[config.mk]
export PLATFORM = sky130hd
export DESIGN_NAME = char_to_prefix_code_transcoder_top
export DESIGN_NICKNAME = d
export VERILOG_FILES = /design/src/hdl/ctpc_pkg.sv /design/src/hdl/char_to_prefix_code_transcoder_top.sv
export SDC_FILE = /design/constraint.sdc
export NUM_CORES = 1
export LEC_CHECK = 0
export ABC_AREA = 1
export ABC_CLOCK_PERIOD_IN_PS = 8600
export BUFFER_PORTS_ARGS = -buffer_cell sky130_fd_sc_hd__buf_2
export CORE_UTILIZATION = 45
export DETAILED_ROUTE_END_ITERATION = 12
export PLACE_DENSITY = 0.6
export SYNTH_ARGS = -nofsm -noshare
export SYNTH_HDL_FRONTEND = slang
export SYNTH_SLANG_ARGS = --single-unit
[constraint.sdc]
create_clock -name clk -period 8.6 [get_ports clk]
set_input_delay 0.43 -clock clk [delete_from_list [all_inputs] [get_ports clk]]
set_output_delay 0.43 -clock clk [all_outputs]
set_load 0.1 [all_outputs]
[src/hdl/ctpc_pkg.sv]
// ----------------------------------------------------------------------------
// ctpc_pkg
// Types, constants and table functions shared by the character to
// prefix-code transcoder.
// ----------------------------------------------------------------------------
package ctpc_pkg;

  localparam int CharW    = 8;
  localparam int SymW     = 5;
  localparam int PendW    = 7;
  localparam int CountW   = 3;
  localparam int LenW     = 4;
  localparam int StepW    = 3;
  localparam int PendMax  = 7;

  typedef struct packed {
    logic             kind;
    logic [CharW-1:0] char_in;
  } in_beat_t;

  typedef struct packed {
    logic [CharW-1:0] out_char;
    logic             is_line_end;
    logic             last;
  } out_beat_t;

  typedef struct packed {
    logic [PendW-1:0]  bits;
    logic [CountW-1:0] count;
  } pend_t;

  typedef struct packed {
    logic            hit;
    logic [SymW-1:0] sym;
  } sym_res_t;

  typedef struct packed {
    logic             hit;
    logic [CharW-1:0] ch;
  } match_res_t;

  typedef enum logic [1:0] {
    ST_IDLE,
    ST_SHIFT,
    ST_FLUSH,
    ST_EOL
  } state_t;

  localparam logic KIND_CHAR = 1'b0;
  localparam logic KIND_EOL  = 1'b1;

  function automatic sym_res_t symbol_of(input logic [CharW-1:0] c);
    sym_res_t r;
    r = '0;
    if (c >= 8'h41 && c <= 8'h5A) begin
      r.hit = 1'b1;
      r.sym = SymW'(c - 8'h41);
    end else begin
      case (c)
        8'h20: r = '{hit: 1'b1, sym: 5'd26};
        8'h2E: r = '{hit: 1'b1, sym: 5'd27};
        8'h2C: r = '{hit: 1'b1, sym: 5'd28};
        8'h2D: r = '{hit: 1'b1, sym: 5'd29};
        8'h27: r = '{hit: 1'b1, sym: 5'd30};
        8'h3F: r = '{hit: 1'b1, sym: 5'd31};
        default: r = '0;
      endcase
    end
    return r;
  endfunction

  function automatic match_res_t match_codeword(input logic [LenW-1:0] len,
                                                input logic [7:0] bits);
    match_res_t r;
    r.hit = 1'b1;
    r.ch  = '0;
    case ({len, bits})
      {4'd3, 8'h05}: r.ch = 8'h20;
      {4'd6, 8'h00}: r.ch = 8'h27;
      {4'd6, 8'h03}: r.ch = 8'h2C;
      {4'd8, 8'h91}: r.ch = 8'h2D;
      {4'd6, 8'h11}: r.ch = 8'h2E;
      {4'd6, 8'h01}: r.ch = 8'h3F;
      {4'd6, 8'h25}: r.ch = 8'h41;
      {4'd8, 8'h9A}: r.ch = 8'h42;
      {4'd4, 8'h05}: r.ch = 8'h43;
      {4'd4, 8'h01}: r.ch = 8'h44;
      {4'd3, 8'h06}: r.ch = 8'h45;
      {4'd5, 8'h09}: r.ch = 8'h46;
      {4'd8, 8'h9B}: r.ch = 8'h47;
      {4'd6, 8'h10}: r.ch = 8'h48;
      {4'd4, 8'h07}: r.ch = 8'h49;
      {4'd8, 8'h98}: r.ch = 8'h4A;
      {4'd4, 8'h06}: r.ch = 8'h4B;
      {4'd5, 8'h04}: r.ch = 8'h4C;
      {4'd8, 8'h99}: r.ch = 8'h4D;
      {4'd8, 8'h9E}: r.ch = 8'h4E;
      {4'd5, 8'h05}: r.ch = 8'h4F;
      {4'd3, 8'h07}: r.ch = 8'h50;
      {4'd8, 8'h9F}: r.ch = 8'h51;
      {4'd4, 8'h08}: r.ch = 8'h52;
      {4'd5, 8'h06}: r.ch = 8'h53;
      {4'd5, 8'h07}: r.ch = 8'h54;
      {4'd8, 8'h9C}: r.ch = 8'h55;
      {4'd8, 8'h9D}: r.ch = 8'h56;
      {4'd6, 8'h02}: r.ch = 8'h57;
      {4'd8, 8'h92}: r.ch = 8'h58;
      {4'd8, 8'h93}: r.ch = 8'h59;
      {4'd8, 8'h90}: r.ch = 8'h5A;
      default:       r.hit = 1'b0;
    endcase
    return r;
  endfunction

endpackage

[src/hdl/char_to_prefix_code_transcoder_top.sv]
// ----------------------------------------------------------------------------
// char_to_prefix_code_transcoder_top
// Maps each letter or listed punctuation mark to a 5-bit symbol and decodes the symbol
// bits against a fixed prefix code, one code bit per cycle unless the output stalls.
// ----------------------------------------------------------------------------
// A character beat is accepted and then runs five bit steps; a decoded
// character still held at the end is then flushed with last set. An
// end-of-line beat is accepted and then its line-end result is pushed. The
// five-step bit loop through the pending-bit state sets the rate. Reset is
// synchronous, active low; the state memory reads as empty until written.
// ----------------------------------------------------------------------------
module char_to_prefix_code_transcoder_top (
  input  logic                 clk,
  input  logic                 rst_n,
  input  logic                 in_valid,
  output logic                 in_ready,
  input  ctpc_pkg::in_beat_t   in_data,
  output logic                 out_valid,
  input  logic                 out_ready,
  output ctpc_pkg::out_beat_t  out_data
);

  ctpc_pkg::pend_t state_mem [1];
  ctpc_pkg::pend_t mem_rdata_r;
  logic            mem_valid_r;
  logic            mem_we;
  logic            mem_re;
  ctpc_pkg::pend_t mem_wdata;

  ctpc_pkg::state_t                  state_r, state_nxt;
  logic [ctpc_pkg::SymW-1:0]         sym_r, sym_nxt;
  logic [ctpc_pkg::StepW-1:0]        step_r, step_nxt;
  ctpc_pkg::pend_t                   work_r, work_nxt;
  logic                              held_valid_r, held_valid_nxt;
  logic [ctpc_pkg::CharW-1:0]        held_char_r, held_char_nxt;
  logic                              out_valid_r;
  ctpc_pkg::out_beat_t               out_data_r;

  logic                              can_push;
  logic                              push;
  ctpc_pkg::out_beat_t               push_data;
  ctpc_pkg::pend_t                   cur;
  logic                              cur_bit;
  logic [7:0]                        new_bits;
  logic [ctpc_pkg::LenW-1:0]         new_len;
  ctpc_pkg::match_res_t              mres;
  ctpc_pkg::sym_res_t                sres;
  logic                              in_acc;

  assign in_ready  = (state_r == ctpc_pkg::ST_IDLE);
  assign in_acc    = in_valid && in_ready;
  assign out_valid = out_valid_r;
  assign out_data  = out_data_r;
  assign can_push  = !out_valid_r || out_ready;

  assign sres     = ctpc_pkg::symbol_of(in_data.char_in);
  assign cur      = (step_r == '0) ? mem_rdata_r : work_r;
  assign cur_bit  = sym_r[ctpc_pkg::SymW-1];
  assign new_bits = {cur.bits, cur_bit};
  assign new_len  = {1'b0, cur.count} + ctpc_pkg::LenW'(1);
  assign mres     = ctpc_pkg::match_codeword(new_len, new_bits);

  always_ff @(posedge clk) begin
    if (mem_we) begin
      state_mem[0] <= mem_wdata;
    end
    if (mem_re) begin
      mem_rdata_r <= mem_valid_r ? state_mem[0] : '0;
    end
  end

  always_ff @(posedge clk) begin
    if (!rst_n) begin
      mem_valid_r <= 1'b0;
    end else if (mem_we) begin
      mem_valid_r <= 1'b1;
    end
  end

  always_ff @(posedge clk) begin
    if (!rst_n) begin
      state_r      <= ctpc_pkg::ST_IDLE;
      held_valid_r <= 1'b0;
      out_valid_r  <= 1'b0;
    end else begin
      state_r      <= state_nxt;
      held_valid_r <= held_valid_nxt;
      if (push) begin
        out_valid_r <= 1'b1;
      end else if (out_ready) begin
        out_valid_r <= 1'b0;
      end
    end
  end

  always_ff @(posedge clk) begin
    sym_r       <= sym_nxt;
    step_r      <= step_nxt;
    work_r      <= work_nxt;
    held_char_r <= held_char_nxt;
    if (push) begin
      out_data_r <= push_data;
    end
  end

  always_comb begin
    state_nxt      = state_r;
    sym_nxt        = sym_r;
    step_nxt       = step_r;
    work_nxt       = work_r;
    held_valid_nxt = held_valid_r;
    held_char_nxt  = held_char_r;
    push           = 1'b0;
    push_data      = '0;
    mem_we         = 1'b0;
    mem_re         = 1'b0;
    mem_wdata      = '0;
    unique case (state_r)
      ctpc_pkg::ST_IDLE: begin
        if (in_acc) begin
          if (in_data.kind == ctpc_pkg::KIND_EOL) begin
            mem_we    = 1'b1;
            state_nxt = ctpc_pkg::ST_EOL;
          end else if (sres.hit) begin
            mem_re    = 1'b1;
            sym_nxt   = sres.sym;
            step_nxt  = '0;
            state_nxt = ctpc_pkg::ST_SHIFT;
          end
        end
      end
      ctpc_pkg::ST_SHIFT: begin
        if (!(mres.hit && held_valid_r && !can_push)) begin
          if (mres.hit) begin
            if (held_valid_r) begin
              push      = 1'b1;
              push_data = '{out_char: held_char_r, is_line_end: 1'b0, last: 1'b0};
            end
            held_valid_nxt = 1'b1;
            held_char_nxt  = mres.ch;
            work_nxt       = '0;
          end else if (new_len > ctpc_pkg::LenW'(ctpc_pkg::PendMax)) begin
            work_nxt = '0;
          end else begin
            work_nxt = '{bits: new_bits[ctpc_pkg::PendW-1:0],
                         count: new_len[ctpc_pkg::CountW-1:0]};
          end
          sym_nxt  = sym_r << 1;
          step_nxt = step_r + ctpc_pkg::StepW'(1);
          if (step_r == ctpc_pkg::StepW'(ctpc_pkg::SymW - 1)) begin
            mem_we    = 1'b1;
            mem_wdata = work_nxt;
            state_nxt = held_valid_nxt ? ctpc_pkg::ST_FLUSH : ctpc_pkg::ST_IDLE;
          end
        end
      end
      ctpc_pkg::ST_FLUSH: begin
        if (can_push) begin
          push           = 1'b1;
          push_data      = '{out_char: held_char_r, is_line_end: 1'b0, last: 1'b1};
          held_valid_nxt = 1'b0;
          state_nxt      = ctpc_pkg::ST_IDLE;
        end
      end
      ctpc_pkg::ST_EOL: begin
        if (can_push) begin
          push      = 1'b1;
          push_data = '{out_char: '0, is_line_end: 1'b1, last: 1'b1};
          state_nxt = ctpc_pkg::ST_IDLE;
        end
      end
      default: begin
        state_nxt = ctpc_pkg::ST_IDLE;
      end
    endcase
  end

endmodule

# Word level (Yosys, flattened, before mapping)
# Memory sizes are Yosys's and may differ from the RTL's. A register that Yosys moved wholly into a read port is not among the register bits.
# Index checks and enable logic that the tools add are counted.
# totals
regBits,41
ram_bits,10
out_inout_bits,12
memories,1
# classes
add_sub_neg,3
order_cmp,3
n_eq_ne,50
mux,58
bitwise,1
reduce_logical,20
# memory_table
name,words,width,rd,rd_ports_with_merged_regs,write_ports,line,text
state_mem,1,10,1,1,1,char_to_prefix_code_transcoder_top.sv:23,ctpc_pkg::pend_t state_mem [1];
# ops
cell,n
7-bit one-hot mux with 32 select lines,1
"12-bit by 11-bit equality test with 1-bit output, second input constant",17
"12-bit equality test, second input constant",12
10-bit 2-to-1 mux,10
"8-bit by 6-bit equality test with 1-bit output, second input constant",6
"12-bit by 10-bit equality test with 1-bit output, second input constant",3
6-bit one-hot mux with 6 select lines,1
32-bit OR reduction,1
10-bit one-hot mux with 3 select lines,1
1-bit 2-to-1 mux,22
5-bit 2-to-1 mux,4
2-bit 2-to-1 mux,8
3-bit 2-to-1 mux,4
5-bit one-hot mux with 2 select lines,1
5-bit AND reduction,2
"8-bit by 7-bit greater-or-equal comparator with 1-bit output, second input constant",1
"8-bit by 7-bit <= comparator with 1-bit output, second input constant",1
"2-bit != test, second input constant",4
6-bit 2-to-1 mux,1
"2-bit by 1-bit != test with 1-bit output, second input constant",3
1-bit one-hot mux with 2 select lines,3
2-bit one-hot mux with 3 select lines,1
3-bit one-hot mux with 2 select lines,1
3-bit AND reduction,2
17 further kinds,25

# Longest topological paths before layout
# Gate-level depths: netlist (run 1).
# depth
ltp_word,14
mapped_depth,22

# Worst setup path before layout (run 1)
# No wires, ideal clock.
# synth_path
kind,register to register
start,reg step_r[0] in the netlist's numbering
end,reg step_r[0] in the netlist's numbering (enable)
setup_time_ns,0.375
t_arrival_ns,2.806
slack_ns,5.418
path_stages_with_launch,21
cell_sequence,edfxtp_1 -> inv_1 -> ha_1 -> buf_6 -> nand3_2 -> nand2_4 -> ha_1 -> inv_1 -> nand3_1 -> nand2_2 -> nand2_8 -> nor2_4 -> nand2_1 -> nand2_1 -> nor2_1 -> nand2_2 -> nor2_2 -> nand2_4 -> nand3_1 -> nand2_1 -> a21oi_1
# synth_via
elab_chain_cells,10
word_cells_on_any_way,41
# synth_lines
item,line,text
start: declaration,char_to_prefix_code_transcoder_top.sv:32,"logic [ctpc_pkg::StepW-1:0] step_r, step_nxt;"
start signal: assignment,char_to_prefix_code_transcoder_top.sv:98,step_r <= step_nxt;
3-bit zero test *,char_to_prefix_code_transcoder_top.sv:57,assign cur = (step_r == '0) ? mem_rdata_r : work_r;
10-bit 2-to-1 mux *,char_to_prefix_code_transcoder_top.sv:57,
3-bit by 1-bit adder with 4-bit output,char_to_prefix_code_transcoder_top.sv:60,"assign new_len = {1'b0, cur.count} + ctpc_pkg::LenW'(1);"
12-bit equality test (tied with other cells),ctpc_pkg.sv:77,"case ({len, bits})"
32-bit OR reduction (no line) *,n/a,
1-bit 2-to-1 mux *,ctpc_pkg.sv:77,
1-bit logical AND * (2 in series),char_to_prefix_code_transcoder_top.sv:133,if (!(mres.hit && held_valid_r && !can_push)) begin
2-bit != test (no line) *,n/a,
5-bit AND reduction (no line) *,n/a,
# Every way passes the cells marked *; elsewhere a longest branch is shown, timed or not.
# A chain may end at the register's enable or synchronous reset.

# Worst setup path in the final report (run 1)
# layout_path
start,reg step_r[0] in the netlist's numbering
end,reg mem_valid_r
# layout_via
elab_chain_cells,10
word_cells_on_any_way,43
# layout_lines
item,line,text
3-bit zero test,char_to_prefix_code_transcoder_top.sv:57,
10-bit 2-to-1 mux,char_to_prefix_code_transcoder_top.sv:57,
3-bit by 1-bit adder with 4-bit output,char_to_prefix_code_transcoder_top.sv:60,
12-bit equality test (tied with other cells),ctpc_pkg.sv:77,
32-bit OR reduction (no line),n/a,
1-bit 2-to-1 mux,ctpc_pkg.sv:77,
1-bit logical AND (2 in series),char_to_prefix_code_transcoder_top.sv:133,
1-bit 2-to-1 mux *,char_to_prefix_code_transcoder_top.sv:133,
1-bit one-hot mux with 2 select lines *,char_to_prefix_code_transcoder_top.sv:118,unique case (state_r)
named net mem_we,char_to_prefix_code_transcoder_top.sv:26,logic mem_we;
end signal: assignment,char_to_prefix_code_transcoder_top.sv:74,mem_valid_r <= 1'b0;
end signal: assignment,char_to_prefix_code_transcoder_top.sv:76,mem_valid_r <= 1'b1;
end: declaration,char_to_prefix_code_transcoder_top.sv:25,logic mem_valid_r;
# Mark *: on every way through the listed nets, which the timed path passes. The rest lies on a longest branch.

==> flow_summary_export.csv, run 1 <==
group,metric,value,unit
timing,setup_viol,0,
worst_setup_path,arrival,4.59,ns
die,fp.dieH,96.8,um
drt,drt-initial-drc-count,119,
cts,clk_latency,0.34,ns
grt,grt_util_all_layers,20.2,%
drt,postRouteAntennaNets,0,
job,cap_violations,0,
drt,first_pass_iters,5,
timing,clock.fmax,229,MHz
drt,drt-total-wl,8930,um
grt,antenna_found_initial,0,
timing,tns,0,ns
drt,drc,0,
synthesis,synth_area_per_cell,8.19,um2
layout,layout-drive-gt1-share,22.1,%
synthesis,mappedNetlistNets,519,
placement,placed_cells,616,
placement,dpl.hpwl,6990,um
die,fp.dieW,96.8,um
drt,via_count,3217,
timing,slew_viol_final,0,
worst_setup_path,end_kind,"register",
grt,first_global_vias,3136,
timing,relSlewSlack,36.1,%
placement,port_buffers,23,
layout,diodes,0,
min_path,min_path_cells,3,
die,die_area,9380,um2
run_status,status,"completed",
synthesis,syn-cell-area,4050,um2
worst_setup_path,crit_start,"step_r[0]",
layout,num-nets-final,544,
timing,period_share,50.7,%
cts,cts_hold_buf,0,
worst_setup_path,crit_path_end,"mem_valid_r",
die,pin_count,25,
synthesis,ys_seq_area_share,42.5,%
worst_setup_path,worstPathRequired,8.83,ns
cts,cts_resized,0,
grt,grt_start_max_net_pins,16,
layout,synthToLayoutAreaGrowth,10.3,%
synthesis,ys_ff_latch,59,
power,ir_drop,182,uV
worst_setup_path,reg2reg_depth,22,
layout,instances_no_fill,632,
synthesis,syn_inst,494,
die,start_util,46.4,%
synthesis,ys_warn_count,0,
cts,clock_path_buffers,2,
timing,fin_crit,4.36,ns
worst_setup_path,rrSetupSlack,4.24,ns
synthesis,ys_types,38,
timing,holdWs,0.339,ns
cts,tritoncts,"yes",
worst_setup_path,r2r-end,"mem_valid_r",
grt,gr-total-overflow,0,
placement,gp_congestion,0.936,
timing,tightest_slew,0.955,ns
cts,cts_setup_buffers,0,
power,leakagePower,2.15,nW
drt,wire_per_inst,14.1,um
worst_setup_path,worst-setup-path-type,"reg -> reg",
die,fp-row-count,34,
cts,cts_htree_levels,3,
power,cellPowerDensity,290,nW/um2
drt,viasPerCell,5.09,
timing,hold_viol,0,
worst_setup_path,startpoint_type,"register",
layout,fin_area,4460,um2
worst_setup_path,cp_max_fo,15,
worst_setup_path,reg2reg_from,"step_r[0]",
min_path,hold_class,"in -> reg",
die,core,8720,um2
cts,cts_sinks,59,
timing,rsz0062_at_grt,"no",
cts,path_clk_slew,0.07,ns
cts,root_buffer,"clkbuf_8",
grt,grt_pass1_wl,14900,um
timing,finClkSkew,0.00691,ns
cts,cts_buffers,9,
placement,placed_cell_area,4210,um2
layout,fin_util,51.2,%
metal layers:
layer | vias to the layer above | routed length [um] | GRT usage (%)
li1 | 1639 | - | -
met1 | 1481 | 4140 | 25.9
met2 | 75 | 4200 | 32.8
met3 | 22 | 302 | 4.41
met4 | 0 | 278 | 8.50
met5 | - | 0 | 0
worst max-delay path, cell delays in order, from the launching register on:
cell and delay [ns]:
edfxtp_1 0.42, inv_1 0.09, ha_1 0.53, nand2_4 0.23, nand2_1 0.13, nand2_2 0.13, ha_1 0.26, inv_1 0.06
nand3_1 0.11, nand2_2 0.13, nand2_8 0.09, nor2_8 0.15, inv_2 0.05, nor2_2 0.16, nor2_2 0.08, nand2_1 0.08
nor2_2 0.05, nand2_4 0.15, nand3_1 0.12, nand2_1 0.45, nand2_1 0.43, o21bai_1 0.27, inv_1 0.06
power breakdown:
group	total (mW)	switching [mW]	internal [mW]
registers	0.425	0.0302	0.394
clock network	0.312	0.117	0.195
logic	0.558	0.426	0.132
total	1.29	0.574	0.721
flip-flops by register name, indices dropped and copies added, names as in the netlist:
| register | cells |
|---|---|
| work_r | 10 |
| mem_rdata_r | 10 |
| out_valid | 1 |
| mem_valid_r | 1 |
| held_char_r | 7 |
| state_r | 2 |
| sym_r | 5 |
| step_r | 3 |
| held_valid_r | 1 |
| state_mem | 10 |
| out_data | 9 |
Yosys cell counts, drive strengths merged:
cell    instances  area [um2]
ha             12         150
clkbuf          2        7.51
inv            66         250
o21ai          10        50.1
nor3           15         120
nand3          44         258
a31oi           1        6.26
a211oi          1        7.51
o31ai           1        7.51
nor4            2        12.5
xnor2           2        17.5
nor2           95         490
a41oi           2        25.0
buf             7        75.1
conb            1        3.75
dfxtp           5         100
o21bai          1        7.51
a21oi           8        40.0
xor2            2        17.5
nand4           8        56.3
nand3b          2        15.0
nand2         153         707
edfxtp         54        1620
layout make-up:
cell class | instances | area [um2]
inverters | 66 | 250
well taps | 108 | 135
clock inverters | 7 | 124
repair buffers | 23 | 115
fillers | 824 | 4260
flip-flops and latches | 59 | 1720
multi-input cells | 360 | 1990
clock buffers | 9 | 124
layout by cell type (no fill, tap or decap), types with 3 or more instances in the layout:
cell type	instances
nand2_1	121
nor2_1	72
inv_1	61
edfxtp_1	54
nand3_1	38
nand2_2	25
buf_2	23
nor2_2	13
ha_1	12
nor3_2	9
clkbuf_8	9
a21oi_1	8
o21ai_0	8
nor2_4	7
nand4_1	7
nor3_1	6
nand2_4	5
nand3_2	5
dfxtp_1	5
inv_2	4
nor2_8	3
bufinv_16	3
through the flow:
step                total power [mW]  setup slack [ns]
global placement               0.982              4.44
floorplan                      0.896              5.42
finish                          1.29              4.24
CTS                             1.30              4.21
detailed placement             0.987              4.26
global route                    1.38              3.79
kinds of logic (layout without fill, tap and decap cells):
kind of cell / count (synthesis) / after routing / share of synthesized area (%)
AND/OR/NAND/NOR: 319 / 319 / 41.0
buffers and inverters: 75 / 105 / 8.23
flip-flops: 59 / 59 / 42.5
AO/OA/AOI/OAI: 24 / 24 / 3.56
adder cells (fa/ha/maj): 12 / 12 / 3.71
XOR/XNOR: 4 / 4 / 0.866
other: 1 / 1 / 0.0927
how the worst min path moves through the flow:
stage	start	end	slack, ns
after floorplan	mem_valid_r	mem_valid_r	0.44
final	rst_n	held_valid_r	0.34
after global placement	state_mem[0][1]	mem_rdata_r[1]	0.49
after CTS	rst_n	held_valid_r	0.33
after global routing	rst_n	held_valid_r	0.33
after detailed placement	state_mem[0][2]	mem_rdata_r[2]	0.49
No activity file was read; power rests on OpenSTA's default activity.
==> inputs of run 2 (changes only) <==
- ABC_CLOCK_PERIOD_IN_PS: 8600 -> 4100
- clock period: 8.6 -> 4.1 ns (I/O delays scaled with it)
==> flow_summary_export.csv, run 2 (synthesis results as in run 1) <==
group,metric,value,unit
timing,fin_crit,3.61,ns
timing,finClkSkew,0.00896,ns
drt,drc,0,
cts,root_buffer,"clkbuf_8",
power,p_sw,1.19,mW
drt,via_count,3201,
drt,drt-initial-drc-count,187,
cts,cts_sinks,59,
timing,rsz0062_at_grt,"no",
die,die_area,9380,um2
cts,clock_path_buffers,2,
timing,period_share,88.1,%
worst_setup_path,end_kind,"register",
timing,relSlewSlack,36.5,%
grt,grt_util_all_layers,20.1,%
placement,port_buffers,23,
worst_setup_path,crit_buf_inv,3,
layout,reg_top3,"mem_rdata_r x10, state_mem x10, work_r x10",
grt,first_global_vias,3046,
min_path,hold_class,"in -> reg",
placement,gp_congestion,0.947,
worst_setup_path,critical_path.max_stage_delay,0.45,ns
cts,cts_setup_buffers,0,
power,p_sw_share,45.0,%
cts,cts_hold_buf,0,
run_status,status,"completed",
cts,path_clk_slew,0.06,ns
drt,drt-total-wl,9020,um
timing,tns,0,ns
grt,grt_pass1_wl,14900,um
cts,cts_htree_levels,3,
placement,dpl.hpwl,6950,um
power,cellPowerDensity,594,nW/um2
power,power.internal,1.45,mW
die,fp.dieW,96.8,um
cts,cts_resized,0,
power,ir_drop,356,uV
timing,slew_viol_final,0,
timing,setup_viol,0,
grt,gr-total-overflow,0,
timing,clock.fmax,277,MHz
worst_setup_path,startpoint_type,"register",
worst_setup_path,crit_chain,"inv_1, ha_1, buf_4, nand3_2, nand2_2, ha_1, inv_1, nand3_1, nand2_2, nand2_8, nor2_4, nand2_1, nand2_1, nor2_1, nand2_2, nor2_2, nand2_4, nand3_1, nand2_1, nor2_1",
layout,diodes,0,
cts,clk_latency,0.33,ns
layout,final_common_cell,"nand2_1",
layout,fin_util,51.0,%
worst_setup_path,worstPathRequired,4.06,ns
worst_setup_path,rrSetupSlack,0.49,ns
timing,tightest_slew,0.949,ns
worst_setup_path,worst-setup-path-type,"reg -> reg",
die,fp-row-count,34,
power,pwr-share-clk,21.2,%
layout,layout-drive-gt1-share,22.2,%
die,core,8720,um2
grt,grt_start_max_net_pins,16,
grt,antenna_found_initial,0,
cts,cts_buffers,9,
drt,viasPerCell,5.03,
worst_setup_path,cpMaxStageDelayCell,"nor2_1",
cts,tritoncts,"yes",
power,leakagePower,2.15,nW
power,total_power,2.64,mW
worst_setup_path,crit_family,"simple AND/OR/NAND/NOR gates",
timing,hold_viol,0,
drt,postRouteAntennaNets,0,
layout,num-nets-final,548,
die,pin_count,25,
worst_setup_path,cp_max_fo,13,
job,cap_violations,0,
layout,most-common-layout-cells,"nand2_1 (121), nor2_1 (72), inv_1 (61)",
die,fp.dieH,96.8,um
drt,first_pass_iters,4,
layout,instances_no_fill,636,
layout,nFillCells,834,
worst_setup_path,arrival,3.57,ns
layout,synthToLayoutAreaGrowth,10.0,%
placement,placed_cells,620,
drt,wire_per_inst,14.2,um
power,pwr-share-seq,33.7,%
die,start_util,46.4,%
power,combPwrFrac,45.1,%
## run 2: changes by cell type in the layout (fill, tap and decap cells not counted), sizes merged
cell,previous run,this run
clkinv,1,3
bufinv,3,2
clkbuf,9,10
inv,68,66
buf,23,27
## run 2: per-layer routing
layer	vias to the layer above	wire, um	track usage, %
met4	0	203	7.23
met5	-	0	0
met1	1449	4400	27.7
li1	1648	-	-
met2	89	4070	31.9
met3	15	339	3.47
## run 2: final cells by class
type	count	area, um2	area share [%]
Timing Repair Buffer	27	145	3.26
Inverter	66	250	5.62
Clock inverter	6	80.1	1.80
Tap cell	108	135	3.04
Sequential cell	59	1720	38.7
Clock buffer	10	128	2.87
Multi-Input combinational cell	360	1990	44.7
## run 2: tightest hold or removal path, stage by stage
cell,delay (ns)
buf_2,0.11
nand2_1,0.06
nor2_1,0.03
## run 2: per-stage QoR
stage	setup slack (ns)	hold slack, ns	instance area [um2]
2_1_floorplan	0.918	0.326	4050
3_3_place_gp	0.652	0.463	4240
3_5_place_dp	0.549	0.467	4240
4_1_cts	0.527	0.116	4450
5_1_grt	0.231	0.128	4450
6_report	0.489	0.132	4450
## run 2: final timing paths
| check | start | to | depth (start not counted) |
|---|---|---|---|
| worst max-delay path | step_r[0] | held_char_r[4] | 20 |
| worst min-delay path | rst_n | held_valid_r | 3 |
| worst max register to register | step_r[0] | held_char_r[4] | 20 |
| worst min register to register | state_mem[0][9] | mem_rdata_r[9] | 2 |
## run 2: power groups by stage
stage	clock network (mW)	logic, mW	registers [mW]
2_1_floorplan	0	0.840	1.04
3_3_place_gp	0	1.18	0.902
3_5_place_dp	0	1.19	0.904
4_1_cts	0.573	1.20	0.891
5_1_grt	0.598	1.31	0.907
6_report	0.560	1.19	0.891
